$ cat config.mk
export PLATFORM = sky130hd
export DESIGN_NAME = bucket_membership_table
export DESIGN_NICKNAME = d
export VERILOG_FILES = /design/src/design/bmt_pkg.sv /design/src/design/bmt_ctrl.sv /design/src/design/bmt_dp.sv /design/src/design/bucket_membership_table.sv
export SDC_FILE = /design/constraint.sdc
export NUM_CORES = 2
export LEC_CHECK = 0
export ABC_AREA = 0
export BUFFER_PORTS_ARGS = -buffer_cell sky130_fd_sc_hd__buf_2
export CAP_MARGIN = 10
export CORE_AREA = 10 10 466 468
export CTS_BUF_LIST = sky130_fd_sc_hd__clkbuf_4 sky130_fd_sc_hd__clkbuf_8 sky130_fd_sc_hd__clkbuf_16
export DETAILED_ROUTE_END_ITERATION = 7
export DIE_AREA = 0 0 476 478
export PLACE_DENSITY = 0.8
export SETUP_SLACK_MARGIN = 0.4
export SLEW_MARGIN = 20
export SYNTH_ARGS = -nofsm -noshare
export SYNTH_HDL_FRONTEND = slang
export SYNTH_SLANG_ARGS = --single-unit
$ cat constraint.sdc
create_clock -name clk -period 12.62 [get_ports clk]
set_clock_uncertainty 0.05 [all_clocks]
set_input_delay 0.631 -clock clk [delete_from_list [all_inputs] [get_ports clk]]
set_output_delay 0.631 -clock clk [all_outputs]
set_load 0.02 [all_outputs]
$ cat src/design/bmt_pkg.sv
`default_nettype none
// ----------------------------------------------------------------------------
// bmt_pkg
// Shared types and codes for the bucket membership table.
// ----------------------------------------------------------------------------
package bmt_pkg;

  typedef enum logic [2:0] {
    CMD_REBUILD = 3'd0,
    CMD_CREATE  = 3'd1,
    CMD_MOVE    = 3'd2,
    CMD_KILL    = 3'd3,
    CMD_FIND    = 3'd4,
    CMD_COUNT   = 3'd5,
    CMD_TOTAL   = 3'd6,
    CMD_MEMBERS = 3'd7
  } cmd_t;

  typedef enum logic [2:0] {
    ST_OK    = 3'd0,
    ST_NONE  = 3'd1,
    ST_BAD   = 3'd2,
    ST_FULL  = 3'd3,
    ST_EMPTY = 3'd4
  } status_t;

  typedef enum logic [1:0] {
    CFG_ROWS = 2'd0,
    CFG_COLS = 2'd1,
    CFG_POP  = 2'd2
  } cfg_idx_t;

  typedef enum logic [4:0] {
    UOP_NONE,
    UOP_LATCH,
    UOP_CLR_ALL,
    UOP_CLR,
    UOP_POS_RD,
    UOP_CELL_RD,
    UOP_POP_ID,
    UOP_NEW_ID,
    UOP_UNLINK_A,
    UOP_UNLINK_B,
    UOP_LINK_A,
    UOP_LINK_B,
    UOP_FILL,
    UOP_FILL_END,
    UOP_WALK_START,
    UOP_WALK_RD,
    UOP_WALK_NX
  } uop_t;

  typedef enum logic [2:0] {
    VS_ZERO,
    VS_LIVE,
    VS_EID,
    VS_CNT,
    VS_CUR
  } vsel_t;

  typedef enum logic [1:0] {
    RC_ZERO,
    RC_POS,
    RC_IN
  } rcsel_t;

  typedef struct packed {
    uop_t    uop;
    logic    emit;
    status_t st;
    vsel_t   vsel;
    rcsel_t  rcsel;
    logic    walk_last;
    logic    take_stk;
    logic    inc_live;
    logic    kill;
  } ctl_t;

  typedef struct packed {
    cmd_t cmd;
    logic cell_ok;
    logic exists;
    logic same_cell;
    logic stk_any;
    logic alloc_full;
    logic head_empty;
    logic walk_last;
    logic clr_done;
    logic fill_done;
    logic out_free;
  } sts_t;

endpackage
`default_nettype wire

$ cat src/design/bmt_ctrl.sv
`default_nettype none
// ----------------------------------------------------------------------------
// bmt_ctrl
// Command sequencer: decodes each item and steps the datapath through it.
// ----------------------------------------------------------------------------
module bmt_ctrl (
  input  wire logic          clk,
  input  wire logic          rst,
  input  wire logic          in_valid,
  output logic               in_ready,
  input  wire bmt_pkg::sts_t sts,
  output bmt_pkg::ctl_t      ctl
);

  typedef enum logic [14:0] {
    S_CLR  = 15'b000000000000001,
    S_IDLE = 15'b000000000000010,
    S_DEC  = 15'b000000000000100,
    S_ERR  = 15'b000000000001000,
    S_FIN  = 15'b000000000010000,
    S_UA   = 15'b000000000100000,
    S_UB   = 15'b000000001000000,
    S_CRD  = 15'b000000010000000,
    S_CRDS = 15'b000000100000000,
    S_LA   = 15'b000001000000000,
    S_LB   = 15'b000010000000000,
    S_FILL = 15'b000100000000000,
    S_WH   = 15'b001000000000000,
    S_WRD  = 15'b010000000000000,
    S_WEM  = 15'b100000000000000
  } state_t;

  state_t           state, state_next;
  logic             rb, rb_next;
  bmt_pkg::status_t err, err_next;

  always_comb begin
    state_next    = state;
    rb_next       = rb;
    err_next      = err;
    in_ready      = 1'b0;
    ctl.uop       = bmt_pkg::UOP_NONE;
    ctl.emit      = 1'b0;
    ctl.st        = bmt_pkg::ST_OK;
    ctl.vsel      = bmt_pkg::VS_ZERO;
    ctl.rcsel     = bmt_pkg::RC_ZERO;
    ctl.walk_last = 1'b0;
    ctl.take_stk  = 1'b0;
    ctl.inc_live  = 1'b0;
    ctl.kill      = 1'b0;
    unique case (state)
      S_CLR: begin
        ctl.uop = bmt_pkg::UOP_CLR;
        if (sts.clr_done) begin
          state_next = rb ? S_FILL : S_IDLE;
        end
      end
      S_IDLE: begin
        in_ready = 1'b1;
        if (in_valid) begin
          ctl.uop    = bmt_pkg::UOP_LATCH;
          state_next = S_DEC;
        end
      end
      S_DEC: begin
        unique case (sts.cmd)
          bmt_pkg::CMD_REBUILD: begin
            if (!sts.cell_ok) begin
              err_next = bmt_pkg::ST_BAD; state_next = S_ERR;
            end else begin
              ctl.uop = bmt_pkg::UOP_CLR_ALL; rb_next = 1'b1; state_next = S_CLR;
            end
          end
          bmt_pkg::CMD_CREATE: begin
            if (!sts.cell_ok) begin
              err_next = bmt_pkg::ST_BAD; state_next = S_ERR;
            end else if (sts.stk_any) begin
              ctl.uop = bmt_pkg::UOP_POP_ID; state_next = S_CRDS;
            end else if (!sts.alloc_full) begin
              ctl.uop = bmt_pkg::UOP_NEW_ID; state_next = S_CRD;
            end else begin
              err_next = bmt_pkg::ST_FULL; state_next = S_ERR;
            end
          end
          bmt_pkg::CMD_MOVE: begin
            if (!sts.exists) begin
              err_next = bmt_pkg::ST_NONE; state_next = S_ERR;
            end else if (!sts.cell_ok) begin
              err_next = bmt_pkg::ST_BAD; state_next = S_ERR;
            end else begin
              ctl.uop = bmt_pkg::UOP_POS_RD; state_next = S_UA;
            end
          end
          bmt_pkg::CMD_KILL: begin
            if (!sts.exists) begin
              err_next = bmt_pkg::ST_NONE; state_next = S_ERR;
            end else begin
              ctl.uop = bmt_pkg::UOP_POS_RD; state_next = S_UA;
            end
          end
          bmt_pkg::CMD_FIND: begin
            if (!sts.exists) begin
              err_next = bmt_pkg::ST_NONE; state_next = S_ERR;
            end else begin
              ctl.uop = bmt_pkg::UOP_POS_RD; state_next = S_FIN;
            end
          end
          bmt_pkg::CMD_COUNT: begin
            if (!sts.cell_ok) begin
              err_next = bmt_pkg::ST_BAD; state_next = S_ERR;
            end else begin
              ctl.uop = bmt_pkg::UOP_CELL_RD; state_next = S_FIN;
            end
          end
          bmt_pkg::CMD_TOTAL: begin
            state_next = S_FIN;
          end
          bmt_pkg::CMD_MEMBERS: begin
            if (!sts.cell_ok) begin
              err_next = bmt_pkg::ST_BAD; state_next = S_ERR;
            end else begin
              ctl.uop = bmt_pkg::UOP_CELL_RD; state_next = S_WH;
            end
          end
          default: state_next = S_IDLE;
        endcase
      end
      S_ERR: begin
        if (sts.out_free) begin
          ctl.emit   = 1'b1;
          ctl.st     = err;
          state_next = S_IDLE;
        end
      end
      S_FIN: begin
        if (sts.out_free) begin
          ctl.emit   = 1'b1;
          state_next = S_IDLE;
          unique case (sts.cmd)
            bmt_pkg::CMD_CREATE:  ctl.vsel = bmt_pkg::VS_EID;
            bmt_pkg::CMD_REBUILD: ctl.vsel = bmt_pkg::VS_LIVE;
            bmt_pkg::CMD_TOTAL:   ctl.vsel = bmt_pkg::VS_LIVE;
            bmt_pkg::CMD_COUNT:   ctl.vsel = bmt_pkg::VS_CNT;
            bmt_pkg::CMD_FIND:    ctl.rcsel = bmt_pkg::RC_POS;
            default:              ctl.vsel = bmt_pkg::VS_ZERO;
          endcase
        end
      end
      S_UA: begin
        if (sts.cmd == bmt_pkg::CMD_MOVE && sts.same_cell) begin
          state_next = S_FIN;
        end else begin
          ctl.uop    = bmt_pkg::UOP_UNLINK_A;
          state_next = S_UB;
        end
      end
      S_UB: begin
        ctl.uop  = bmt_pkg::UOP_UNLINK_B;
        ctl.kill = (sts.cmd == bmt_pkg::CMD_KILL);
        state_next = ctl.kill ? S_FIN : S_CRD;
      end
      S_CRD: begin
        ctl.uop    = bmt_pkg::UOP_CELL_RD;
        state_next = S_LA;
      end
      S_CRDS: begin
        ctl.uop      = bmt_pkg::UOP_CELL_RD;
        ctl.take_stk = 1'b1;
        state_next   = S_LA;
      end
      S_LA: begin
        ctl.uop      = bmt_pkg::UOP_LINK_A;
        ctl.inc_live = (sts.cmd == bmt_pkg::CMD_CREATE);
        state_next   = S_LB;
      end
      S_LB: begin
        ctl.uop    = bmt_pkg::UOP_LINK_B;
        state_next = S_FIN;
      end
      S_FILL: begin
        if (sts.fill_done) begin
          ctl.uop    = bmt_pkg::UOP_FILL_END;
          rb_next    = 1'b0;
          state_next = S_FIN;
        end else begin
          ctl.uop = bmt_pkg::UOP_FILL;
        end
      end
      S_WH: begin
        if (sts.head_empty) begin
          if (sts.out_free) begin
            ctl.emit   = 1'b1;
            ctl.st     = bmt_pkg::ST_EMPTY;
            ctl.rcsel  = bmt_pkg::RC_IN;
            state_next = S_IDLE;
          end
        end else begin
          ctl.uop    = bmt_pkg::UOP_WALK_START;
          state_next = S_WRD;
        end
      end
      S_WRD: begin
        ctl.uop    = bmt_pkg::UOP_WALK_RD;
        state_next = S_WEM;
      end
      S_WEM: begin
        if (sts.out_free) begin
          ctl.emit      = 1'b1;
          ctl.vsel      = bmt_pkg::VS_CUR;
          ctl.rcsel     = bmt_pkg::RC_IN;
          ctl.walk_last = 1'b1;
          ctl.uop       = bmt_pkg::UOP_WALK_NX;
          state_next    = sts.walk_last ? S_IDLE : S_WRD;
        end
      end
      default: state_next = S_IDLE;
    endcase
  end

  always_ff @(posedge clk) begin
    if (rst) begin
      state <= S_CLR;
      rb    <= 1'b0;
      err   <= bmt_pkg::ST_OK;
    end else begin
      state <= state_next;
      rb    <= rb_next;
      err   <= err_next;
    end
  end

  a_one_item: assert property (@(posedge clk) disable iff (rst)
    (in_valid && in_ready) |=> !in_ready)
    else $error("second item taken while one is in work");

  a_emit_free: assert property (@(posedge clk) disable iff (rst)
    ctl.emit |-> sts.out_free)
    else $error("result issued into a full output register");

endmodule
`default_nettype wire

$ cat src/design/bmt_dp.sv
`default_nettype none
// ----------------------------------------------------------------------------
// bmt_dp
// Datapath: cell and entity link memories, free stack, counters, result reg.
// ----------------------------------------------------------------------------
module bmt_dp #(
  parameter int MAX_PEOPLE = 64,
  parameter int MAX_ROWS   = 8,
  parameter int MAX_COLS   = 8
) (
  input  wire logic          clk,
  input  wire logic          rst,
  input  wire logic [15:0]   in_data,
  input  wire logic          cfg_we,
  input  wire logic [1:0]    cfg_addr,
  input  wire logic [6:0]    cfg_wdata,
  input  wire bmt_pkg::ctl_t ctl,
  output bmt_pkg::sts_t      sts,
  output logic               out_valid,
  input  wire logic          out_ready,
  output logic [15:0]        out_data,
  output logic               out_last
);

  localparam int IW     = $clog2(MAX_PEOPLE);
  localparam int LW     = $clog2(MAX_PEOPLE + 1);
  localparam int NCELLS = MAX_ROWS * MAX_COLS;
  localparam int CW     = (NCELLS > 1) ? $clog2(NCELLS) : 1;
  localparam logic [LW-1:0] EMPTY = LW'(MAX_PEOPLE);

  logic [3:0] grid_rows, grid_cols;
  logic [6:0] init_pop;
  logic [LW-1:0] pop;

  bmt_pkg::cmd_t cmd_q;
  logic [5:0] x_q;
  logic [2:0] r_q, c_q;

  logic [LW-1:0] cnt_mem  [NCELLS];
  logic [LW-1:0] head_mem [NCELLS];
  logic [LW-1:0] nxt_mem  [MAX_PEOPLE];
  logic [LW-1:0] prv_mem  [MAX_PEOPLE];
  logic [5:0]    pos_mem  [MAX_PEOPLE];
  logic [IW-1:0] stk_mem  [MAX_PEOPLE];

  logic [LW-1:0] cnt_q, head_q, nxt_q, prv_q;
  logic [5:0]    pos_q;
  logic [IW-1:0] stk_q;

  logic [MAX_PEOPLE-1:0] alive;
  logic [LW-1:0] free_top, alloc, live, fill, cur, wcnt, top_m1;
  logic [IW-1:0] eid;
  logic [CW-1:0] swp, k_in, k_old;

  logic          cell_we, cell_re;
  logic [CW-1:0] cell_wa, cell_ra;
  logic [LW-1:0] cell_wcnt, cell_whead;
  logic          nxt_we, nxt_re, prv_we, prv_re, pos_we, pos_re, stk_we, stk_re;
  logic [IW-1:0] nxt_wa, nxt_ra, prv_wa, pos_wa, stk_wa, stk_ra;
  logic [LW-1:0] nxt_wd, prv_wd;
  logic          push_ok;

  logic [2:0] o_st, o_row, o_col;
  logic [6:0] o_val;
  logic       o_last;

  assign pop    = LW'((32'(init_pop) > MAX_PEOPLE) ? MAX_PEOPLE : 32'(init_pop));
  assign k_in   = CW'(32'(r_q) * MAX_COLS + 32'(c_q));
  assign k_old  = CW'(32'(pos_q[5:3]) * MAX_COLS + 32'(pos_q[2:0]));
  assign top_m1 = free_top - LW'(1);
  assign push_ok = 32'(free_top) < MAX_PEOPLE;

  assign sts.cmd        = cmd_q;
  assign sts.cell_ok    = (32'(r_q) < 32'(grid_rows)) && (32'(r_q) < MAX_ROWS) &&
                          (32'(c_q) < 32'(grid_cols)) && (32'(c_q) < MAX_COLS);
  assign sts.exists     = (32'(x_q) < 32'(alloc)) && alive[x_q[IW-1:0]];
  assign sts.same_cell  = (pos_q == {r_q, c_q});
  assign sts.stk_any    = (free_top != '0);
  assign sts.alloc_full = (32'(alloc) >= MAX_PEOPLE);
  assign sts.head_empty = (head_q >= EMPTY);
  assign sts.walk_last  = (nxt_q >= EMPTY) || (32'(wcnt) + 32'd1 >= MAX_PEOPLE);
  assign sts.clr_done   = (swp == CW'(NCELLS - 1));
  assign sts.fill_done  = (fill == pop);
  assign sts.out_free   = !out_valid || out_ready;

  always_comb begin
    cell_we = 1'b0; cell_wa = k_in; cell_wcnt = '0; cell_whead = EMPTY;
    cell_re = 1'b0; cell_ra = k_in;
    nxt_we = 1'b0; nxt_wa = eid; nxt_wd = EMPTY; nxt_re = 1'b0; nxt_ra = x_q[IW-1:0];
    prv_we = 1'b0; prv_wa = eid; prv_wd = EMPTY; prv_re = 1'b0;
    pos_we = 1'b0; pos_wa = eid; pos_re = 1'b0;
    stk_we = 1'b0; stk_wa = free_top[IW-1:0]; stk_re = 1'b0; stk_ra = top_m1[IW-1:0];
    unique case (ctl.uop)
      bmt_pkg::UOP_CLR: begin
        cell_we = 1'b1; cell_wa = swp;
      end
      bmt_pkg::UOP_POS_RD: begin
        pos_re = 1'b1; nxt_re = 1'b1; prv_re = 1'b1;
      end
      bmt_pkg::UOP_CELL_RD: cell_re = 1'b1;
      bmt_pkg::UOP_POP_ID:  stk_re  = 1'b1;
      bmt_pkg::UOP_UNLINK_A: begin
        cell_re = 1'b1; cell_ra = k_old;
        nxt_we  = (prv_q < EMPTY); nxt_wa = prv_q[IW-1:0]; nxt_wd = nxt_q;
        prv_we  = (nxt_q < EMPTY); prv_wa = nxt_q[IW-1:0]; prv_wd = prv_q;
      end
      bmt_pkg::UOP_UNLINK_B: begin
        cell_we    = 1'b1; cell_wa = k_old;
        cell_wcnt  = cnt_q - LW'(1);
        cell_whead = (prv_q < EMPTY) ? head_q : nxt_q;
        stk_we     = ctl.kill && push_ok;
      end
      bmt_pkg::UOP_LINK_A: begin
        cell_we = 1'b1; cell_wcnt = cnt_q + LW'(1); cell_whead = LW'(eid);
        nxt_we  = 1'b1; nxt_wd = head_q;
        prv_we  = 1'b1;
        pos_we  = 1'b1;
      end
      bmt_pkg::UOP_LINK_B: begin
        prv_we = (head_q < EMPTY); prv_wa = head_q[IW-1:0]; prv_wd = LW'(eid);
      end
      bmt_pkg::UOP_FILL: begin
        nxt_we = 1'b1; nxt_wa = fill[IW-1:0];
        nxt_wd = (fill == '0) ? EMPTY : fill - LW'(1);
        prv_we = 1'b1; prv_wa = fill[IW-1:0];
        prv_wd = (fill + LW'(1) == pop) ? EMPTY : fill + LW'(1);
        pos_we = 1'b1; pos_wa = fill[IW-1:0];
      end
      bmt_pkg::UOP_FILL_END: begin
        cell_we = 1'b1; cell_wcnt = pop;
        cell_whead = (pop != '0) ? pop - LW'(1) : EMPTY;
      end
      bmt_pkg::UOP_WALK_RD: begin
        nxt_re = 1'b1; nxt_ra = cur[IW-1:0];
      end
      default: ;
    endcase
  end

  always_ff @(posedge clk) begin
    if (cell_we) begin
      cnt_mem[cell_wa]  <= cell_wcnt;
      head_mem[cell_wa] <= cell_whead;
    end
    if (cell_re) begin
      cnt_q  <= cnt_mem[cell_ra];
      head_q <= head_mem[cell_ra];
    end
  end

  always_ff @(posedge clk) begin
    if (nxt_we) nxt_mem[nxt_wa] <= nxt_wd;
    if (nxt_re) nxt_q <= nxt_mem[nxt_ra];
  end

  always_ff @(posedge clk) begin
    if (prv_we) prv_mem[prv_wa] <= prv_wd;
    if (prv_re) prv_q <= prv_mem[x_q[IW-1:0]];
  end

  always_ff @(posedge clk) begin
    if (pos_we) pos_mem[pos_wa] <= {r_q, c_q};
    if (pos_re) pos_q <= pos_mem[x_q[IW-1:0]];
  end

  always_ff @(posedge clk) begin
    if (stk_we) stk_mem[stk_wa] <= eid;
    if (stk_re) stk_q <= stk_mem[stk_ra];
  end

  always_ff @(posedge clk) begin
    if (rst) begin
      grid_rows <= 4'd8;
      grid_cols <= 4'd8;
      init_pop  <= '0;
    end else if (cfg_we) begin
      unique case (cfg_addr)
        bmt_pkg::CFG_ROWS: grid_rows <= cfg_wdata[3:0];
        bmt_pkg::CFG_COLS: grid_cols <= cfg_wdata[3:0];
        bmt_pkg::CFG_POP:  init_pop  <= cfg_wdata;
        default: ;
      endcase
    end
  end

  always_ff @(posedge clk) begin
    if (ctl.uop == bmt_pkg::UOP_LATCH) begin
      cmd_q <= bmt_pkg::cmd_t'(in_data[2:0]);
      x_q   <= in_data[8:3];
      r_q   <= in_data[11:9];
      c_q   <= in_data[14:12];
    end
    unique case (ctl.uop)
      bmt_pkg::UOP_POS_RD:     eid <= x_q[IW-1:0];
      bmt_pkg::UOP_NEW_ID:     eid <= alloc[IW-1:0];
      bmt_pkg::UOP_CELL_RD:    if (ctl.take_stk) eid <= stk_q;
      bmt_pkg::UOP_WALK_START: begin
        cur  <= head_q;
        wcnt <= '0;
      end
      bmt_pkg::UOP_WALK_NX: begin
        cur  <= nxt_q;
        wcnt <= wcnt + LW'(1);
      end
      default: ;
    endcase
  end

  always_ff @(posedge clk) begin
    if (rst) begin
      alive    <= '0;
      free_top <= '0;
      alloc    <= '0;
      live     <= '0;
      swp      <= '0;
      fill     <= '0;
    end else begin
      unique case (ctl.uop)
        bmt_pkg::UOP_CLR_ALL: begin
          alive    <= '0;
          free_top <= '0;
          alloc    <= '0;
          live     <= '0;
          swp      <= '0;
          fill     <= '0;
        end
        bmt_pkg::UOP_CLR:    swp <= swp + CW'(1);
        bmt_pkg::UOP_POP_ID: free_top <= top_m1;
        bmt_pkg::UOP_NEW_ID: alloc <= alloc + LW'(1);
        bmt_pkg::UOP_UNLINK_B: begin
          if (ctl.kill) begin
            alive[eid] <= 1'b0;
            live       <= live - LW'(1);
            if (push_ok) free_top <= free_top + LW'(1);
          end
        end
        bmt_pkg::UOP_LINK_A: begin
          alive[eid] <= 1'b1;
          if (ctl.inc_live) live <= live + LW'(1);
        end
        bmt_pkg::UOP_FILL: begin
          alive[fill[IW-1:0]] <= 1'b1;
          fill <= fill + LW'(1);
        end
        bmt_pkg::UOP_FILL_END: begin
          alloc <= pop;
          live  <= pop;
        end
        default: ;
      endcase
    end
  end

  always_ff @(posedge clk) begin
    if (rst) begin
      out_valid <= 1'b0;
    end else if (ctl.emit) begin
      out_valid <= 1'b1;
    end else if (out_ready) begin
      out_valid <= 1'b0;
    end
  end

  always_ff @(posedge clk) begin
    if (ctl.emit) begin
      o_st   <= ctl.st;
      o_last <= ctl.walk_last ? sts.walk_last : 1'b1;
      unique case (ctl.vsel)
        bmt_pkg::VS_LIVE: o_val <= 7'(live);
        bmt_pkg::VS_EID:  o_val <= 7'(eid);
        bmt_pkg::VS_CNT:  o_val <= 7'(cnt_q);
        bmt_pkg::VS_CUR:  o_val <= 7'(cur);
        default:          o_val <= '0;
      endcase
      unique case (ctl.rcsel)
        bmt_pkg::RC_POS: begin
          o_row <= pos_q[5:3];
          o_col <= pos_q[2:0];
        end
        bmt_pkg::RC_IN: begin
          o_row <= r_q;
          o_col <= c_q;
        end
        default: begin
          o_row <= '0;
          o_col <= '0;
        end
      endcase
    end
  end

  assign out_data = {o_col, o_row, o_val, o_st};
  assign out_last = o_last;

  a_live_le_alloc: assert property (@(posedge clk) disable iff (rst)
    32'(free_top) + 32'(live) <= 32'(alloc))
    else $error("free stack plus live entities exceed allocated IDs");

  a_alloc_cap: assert property (@(posedge clk) disable iff (rst)
    (ctl.uop == bmt_pkg::UOP_NEW_ID) |=> (32'(alloc) <= MAX_PEOPLE))
    else $error("allocated IDs beyond capacity");

  a_emit_valid: assert property (@(posedge clk) disable iff (rst)
    ctl.emit |=> out_valid)
    else $error("result register lost an item");

endmodule
`default_nettype wire

$ cat src/design/bucket_membership_table.sv
`default_nettype none
// ----------------------------------------------------------------------------
// bucket_membership_table
// Grid cell membership table with per-cell linked member lists.
// ----------------------------------------------------------------------------
// One item is worked at a time. Find reads the position of the person; cell count
// reads the cell. Create takes an ID from the free stack or a new one, reads the
// cell and links the person in; kill reads the position and unlinks; move unlinks
// and links again, but skips both when the cell is the same. Each step is one
// access to the link and cell memories. Member listing reads the cell head and
// then the next link once per member. Rebuild sweeps the cell memory, then writes
// one entity per cycle; after reset the same sweep runs with no item taken. A
// result waits in an output register while the next item is accepted.
module bucket_membership_table #(
  parameter int MAX_PEOPLE = 64,
  parameter int MAX_ROWS   = 8,
  parameter int MAX_COLS   = 8
) (
  input  wire logic        clk,
  input  wire logic        rst,
  input  wire logic        s_axis_tvalid,
  output logic             s_axis_tready,
  input  wire logic [15:0] s_axis_tdata,   // command, person, in_row, in_col, pad
  output logic             m_axis_tvalid,
  input  wire logic        m_axis_tready,
  output logic [15:0]      m_axis_tdata,   // status, value, out_row, out_col
  output logic             m_axis_tlast,
  input  wire logic        cfg_we,
  input  wire logic [1:0]  cfg_addr,
  input  wire logic [6:0]  cfg_wdata
);

  bmt_pkg::ctl_t ctl;
  bmt_pkg::sts_t sts;

  bmt_ctrl u_ctrl (
    .clk      (clk),
    .rst      (rst),
    .in_valid (s_axis_tvalid),
    .in_ready (s_axis_tready),
    .sts      (sts),
    .ctl      (ctl)
  );

  bmt_dp #(
    .MAX_PEOPLE (MAX_PEOPLE),
    .MAX_ROWS   (MAX_ROWS),
    .MAX_COLS   (MAX_COLS)
  ) u_dp (
    .clk       (clk),
    .rst       (rst),
    .in_data   (s_axis_tdata),
    .cfg_we    (cfg_we),
    .cfg_addr  (cfg_addr),
    .cfg_wdata (cfg_wdata),
    .ctl       (ctl),
    .sts       (sts),
    .out_valid (m_axis_tvalid),
    .out_ready (m_axis_tready),
    .out_data  (m_axis_tdata),
    .out_last  (m_axis_tlast)
  );

endmodule
`default_nettype wire
[Word level (Yosys, flattened, before mapping)]
Memory sizes are Yosys's and may differ from the RTL's. A register that Yosys moved wholly into a read port is not among the register bits.
Cells that the tools add are included.
Storage, ports and cells
  register bits after elaboration: 185
  memory bits (writable): 2560
  bits of input ports: 30
  output and inout bits: 19
  logic and storage cells: 302
  memories: 6
Operators by class
  $add $sub $neg: 15
  $lt $le $gt $ge: 17
  eq/ne operators: 63
  multiplexer cells: 127
  bitwise logic cells: 4
  reduce and logical (&&, ||, !) cells: 45
Memories
  u_dp.cnt_mem: depth 64, bits a word 7, rd ports 1, clocked after Yosys merged registers in 1, wr ports 1, line bmt_dp.sv:39  | logic [LW-1:0] cnt_mem [NCELLS];
  u_dp.head_mem: depth 64, bits a word 7, rd ports 1, clocked after Yosys merged registers in 1, wr ports 1, line bmt_dp.sv:40  | logic [LW-1:0] head_mem [NCELLS];
  u_dp.nxt_mem: depth 64, bits a word 7, rd ports 1, clocked after Yosys merged registers in 1, wr ports 1, line bmt_dp.sv:41  | logic [LW-1:0] nxt_mem [MAX_PEOPLE];
  u_dp.prv_mem: depth 64, bits a word 7, rd ports 1, clocked after Yosys merged registers in 1, wr ports 1, line bmt_dp.sv:42  | logic [LW-1:0] prv_mem [MAX_PEOPLE];
  u_dp.pos_mem: depth 64, bits a word 6, rd ports 1, clocked after Yosys merged registers in 1, wr ports 1, line bmt_dp.sv:43  | logic [5:0] pos_mem [MAX_PEOPLE];
  u_dp.stk_mem: depth 64, bits a word 6, rd ports 1, clocked after Yosys merged registers in 1, wr ports 1, line bmt_dp.sv:44  | logic [IW-1:0] stk_mem [MAX_PEOPLE];
Operator list (number)
  $pmux 64 s4: 1
  $pmux 15 s13: 1
  $mux 15: 9
  $or 64x64->64: 2
  $pmux 7 s3: 6
  $pmux 15 s8: 1
  $mux 7: 10
  $and 64x64->64: 1
  $mux 64: 1
  $not 64->64: 1
  $pmux 5 s12: 1
  $pmux 7 s4: 2
  $mux 6: 8
  $add 7x1->7 const B: 6
  $pmux 7 s2: 3
  $eq 5x4->1 const B: 8
  $pmux 6 s2: 3
  $pmux 6 s3: 2
  $sub 7x1->7 const B: 5
  $mux 1: 34
  $ge 32x7->1 const B: 1
  $mux 3: 10
  $lt 7x7->1 const B: 4
  $mux 4: 7
  71 further kinds: 144

[Logic depth before layout (Yosys ltp)]
  depth in word-level cells: 11
  mapped depth: 17
  gate-level depth less buffers: 13

[Modules after synthesis]
From an unflattened synthesis, not the netlist that was laid out.
Second synthesis, totals
  cells, all modules: 6908
  area, all modules: 113546.4 um^2
Modules (own cells, without submodules)
  bmt_dp: times used 1, cells an instance 6675, area an instance 111789.7 um^2, sequential area each 81918.6 um^2
  bmt_ctrl: times used 1, cells an instance 233, area an instance 1756.7 um^2, sequential area each 380.4 um^2

[Least setup slack after synthesis]
OpenSTA, ideal clock, no wires.
  path kind: reg2reg
  start point: register u_ctrl.state[3]
  end point: memory u_dp.cnt_mem[0][4] in the netlist's numbering, data pin
  arrival time: 5.314 ns
  required time: 11.868 ns
  setup slack: 6.555 ns
  stages on the path, launching flop included: 15
  path buffers: 4
  clock period less this slack: 6.065 ns
  cells stage by stage: dfxtp_1 -> buf_2 -> nor4_4 -> and3_1 -> buf_2 -> nand2_2 -> inv_2 -> clkbuf_1 -> buf_1 -> fa_1 -> nor2b_1 -> o21ai_0 -> nand2b_1 -> xnor2_1 -> o21ai_0
Between the ends
  cells in the longest elaborated chain, start to end: 5
  elaborated cells on any way between the ends: 19
  those cells by class: 16 x eq/ne; 2 x mux; 1 x reduce/logical
RTL lines
  start, declared: line bmt_ctrl.sv:33  | state_t state, state_next;
  start signal, assigned: line bmt_ctrl.sv:226  | state <= state_next;
  $eq 15x8->1 or $eq 15x9->1 (tied branches): line bmt_ctrl.sv:51  | unique case (state)
  $reduce_or 2->1 (no source line)
  $pmux 5 s12 (*): line bmt_ctrl.sv:51
  $eq 5x4->1: line bmt_dp.sv:93  | unique case (ctl.uop)
  $pmux 7 s3 (*): line bmt_dp.sv:93
  named net u_dp.cell_wcnt[4]: line bmt_dp.sv:57  | logic [LW-1:0] cell_wcnt, cell_whead;
  end, declared: line bmt_dp.sv:39
The timed path passes the listed nets; every way through them passes the cells marked *.

[Final worst setup path]
  start point: register u_ctrl.state[7]
  end point: register u_dp.cnt_q[0], read port of u_dp.cnt_mem, data pin
Between the ends
  cells in the longest elaborated chain, start to end: 6
  elaborated cells on any way between the ends: 20
  those cells by class: 15 x eq/ne; 3 x mux; 2 x reduce/logical
RTL lines
  $eq 15x8->1 or $eq 15x9->1 (tied branches): line bmt_ctrl.sv:51
  $reduce_or 2->1 (no source line)
  $pmux 5 s12 (*): line bmt_ctrl.sv:51
  $eq 5x4->1 or $eq 5x3->1 (tied branches): line bmt_dp.sv:93
  $reduce_or 2->1 (no source line)
  $mux 1: line bmt_dp.sv:93
  end, declared: line bmt_dp.sv:46  | logic [LW-1:0] cnt_q, head_q, nxt_q, prv_q;
Every way passes the cells marked *; elsewhere a longest branch is shown, timed or not.
A chain may end at the register's enable or synchronous reset.

==> results.toml <==
[place]
placed_area_sq_um = 117000
routabilityCongestion = 0.971
portBuffers = 47
dp_hpwl_mm = 172

[timing]
achievable-frequency_mhz = 166
setup_viol = 0
rsz0062_at_grt = "no"
tightest_slew_ns = 1.22
layout_min_cycle_time_ns = 6.02
fin_setup_tns_ns = 0
drv_slew = 0
timing.final.hold_violations = 0
slew_headroom_pct = 18.8
whs_ns = 0.0618
fin_crit_sh_pct = 47.7

[clock_network]
clkTransAtPathRegs_ns = 0.06
cts_setup_buffers = 0
cts_sinks = 2785
cts_tree = "built"
cts.path.max_buffers = 4
cts_hold_buf = 19
htreeDepth = 5
cts_root_buf = "clkbuf_16"
clkLatencyLatePin_ns = 0.97
cts_resized = 0
cts_buffers = 288

[detailed_routing]
finalWirelength_mm = 301
vias = 70200
drtAntennaViolNets = 0
maxUsedRoutingLayer = "met5"
drt_pre_antenna_iters = 7
routed_via_density = 6.57
wl_met2_mm = 142
drcViolationCount = 0
drtIter0Drc = 11500
drt-met1-wl_mm = 105
route.met3.wl_mm = 34.0
drt-wirelength-per-cell_um = 28.2

[logic_synthesis]
ys_top_cells_by_count = "edfxtp_1 (2652), nand2_1 (1421), nand3_1 (689)"
synth_cells = 7614
synth_xor_area_share_pct = 0.386
synthMuxAreaShare_pct = 8.86
synth_area_sq_um = 114000
synthAdderAreaFrac_pct = 0.399
synth_area_leaders = "edfxtp_1 (70%), mux4_2 (8.2%), nand2_1 (4.7%)"
synthSimpleGateAreaFrac_pct = 11.9
ys.flop_type = "edfxtp_1"
yosysSeqAreaShare_pct = 72.5
yosysUniqueCellTypes = 99
ys_warn_count = 0
ys_seq_elements = 2785
synth_top_family_by_area = "simple AND/OR/NAND/NOR gates"
yosysTopAreaCellShare_pct = 70.1
synth_enable_flop_cells = 2652
syn_nets = 7679
synthArstFlopShare_pct = 0
synth.most_common_cell = "edfxtp_1"
synth_compound_area_share_pct = 4.05
synth_area_leader_cell = "edfxtp_1"
syn_area_per_cell_sq_um = 14.9

[global_route]
antenna_found_initial = 12
grt_pass1_wl_mm = 446
grt_max_degree = 203
grt_overflow = 0
grt_usage_pct = 25.9
grt_pass1_vias = 68500

[die]
die_w_um = 476
io_pins = 49
dieArea_sq_um = 228000
num_rows = 168
initial_core_util_pct = 54.5
fp.dieH_um = 478
core-area_sq_um = 208000

[setup_path]
cp_slowest_cell = "buf_4"
crit_path_end_kind = "register"
crit_fanout = 80
cp-start-kind = "register"
cp_cell_sequence = "nor4_4, nand2_2, nor4_2, mux2i_1, nor2b_4, buf_4, nand3_1, nand4_1, o22ai_1, or4_1"
arrival_ns = 6.59
path_class = "register to register"
cpPeakStageDelay_ns = 0.98
crit_required_ns = 13.19

[final_layout]
drive_gt1_share_pct = 15.0
postLayoutCellArea_sq_um = 126000
syn_to_final_growth_pct = 11.3
fin_nets = 7738

[min_path]
hold_path_class = "input pin to register"

[power]
power_density_nw_per_um2 = 157
totalPowerFinal_uw = 19900
irDropWorstVdd_mv = 0.129
power_leakage_uw = 0.0423

[run]
maxCapViolCount = 0

[run_status]
status = "finished clean"
## kinds of logic after synthesis
logic type,Yosys count
AND/OR/NAND/NOR,2994
flip-flops,2785
AO/OA/AOI/OAI,713
buffers and inverters,550
multiplexers,487
XOR/XNOR,50
adder cells (fa/ha/maj),35
## layout by cell type (no fill, tap or decap), drive strengths merged, types with 58 or more instances in the layout
cell | Yosys | layout
nand3 | 689 | 689
mux4 | 414 | 414
a211oi | 82 | 82
buf | 142 | 209
nand4 | 134 | 134
clkbuf | 318 | 374
nand2 | 1424 | 1424
inv | 90 | 98
dfxtp | 133 | 133
nor2 | 405 | 405
mux2i | 67 | 67
clkinv | 0 | 85
nor3 | 58 | 58
and3 | 87 | 87
a31oi | 58 | 58
a21oi | 194 | 194
edfxtp | 2652 | 2652
o21ai | 142 | 142
## cell type report
cell class / instances / area [sq um]
fill: 14200 / 82000
antenna: 8 / 20.0
clock inverter: 117 / 900
multi-input combinational: 4279 / 29500
tap: 2805 / 3510
timing repair buffer: 229 / 1760
sequential: 2785 / 82300
inverter: 90 / 338
clock buffer: 373 / 7990
## sequential cells by signal (all words and copies together), names as in the netlist, 15 cells and up
name and cells:
u_dp.nxt_mem 448, u_ctrl.state 15, u_dp.cnt_mem 448, u_dp.head_mem 448, u_dp.alive 64, u_dp.stk_mem 384
u_dp.pos_mem 384, u_dp.prv_mem 448
## power breakdown
group / leakage [uW] / internal, uW / total (uW) / switching, uW
clock: 0.00443 / 4680 / 8140 / 3460
sequential: 0.0253 / 10200 / 10300 / 73.6
combinational: 0.0126 / 447 / 1460 / 1020
## path summary, 6_finish.rpt
kind	startpoint	to	slack [ns]	cells past startpoint
worst max-delay path	u_ctrl.state[7]$_SDFFE_PP0P_	u_dp.cnt_q[0]$_DFFE_PP_	6.60	10
worst min-delay path	cfg_wdata[6]	u_dp.init_pop[6]$_SDFFE_PP0P_	0.06	3
worst max register to register	u_ctrl.state[7]$_SDFFE_PP0P_	u_dp.cnt_q[0]$_DFFE_PP_	6.60	10
worst min register to register	u_dp.alive[0]$_SDFFE_PP0P_	u_dp.alive[0]$_SDFFE_PP0P_	0.43	2
## metrics by stage
stage | setup slack, ns | cells | utilization (%)
global route | 6.53 | 10700 | 60.6
floorplan | 6.55 | 7614 | -
finish | 6.60 | 10700 | 60.7
detailed placement | 6.65 | 10200 | 56.2
global placement | 6.82 | 10200 | 56.2
CTS | 6.50 | 10700 | 60.6
## per-layer routing
layer	track usage [%]	vias up
met5	0	-
met2	40.6	5183
met1	33.7	34700
met4	14.4	8
li1	-	29200
met3	5.66	1067
## critical path, delay by kind of cell (launching register included)
family                 cells  cell delay [ns]
DFF                        1             0.38
and+or+nand+nor            7             3.35
buffers and inverters      1             0.98
muxes                      1             0.60
AOI/OAI and AO/OA          1             0.22
Power figures use the tool's default switching activity.
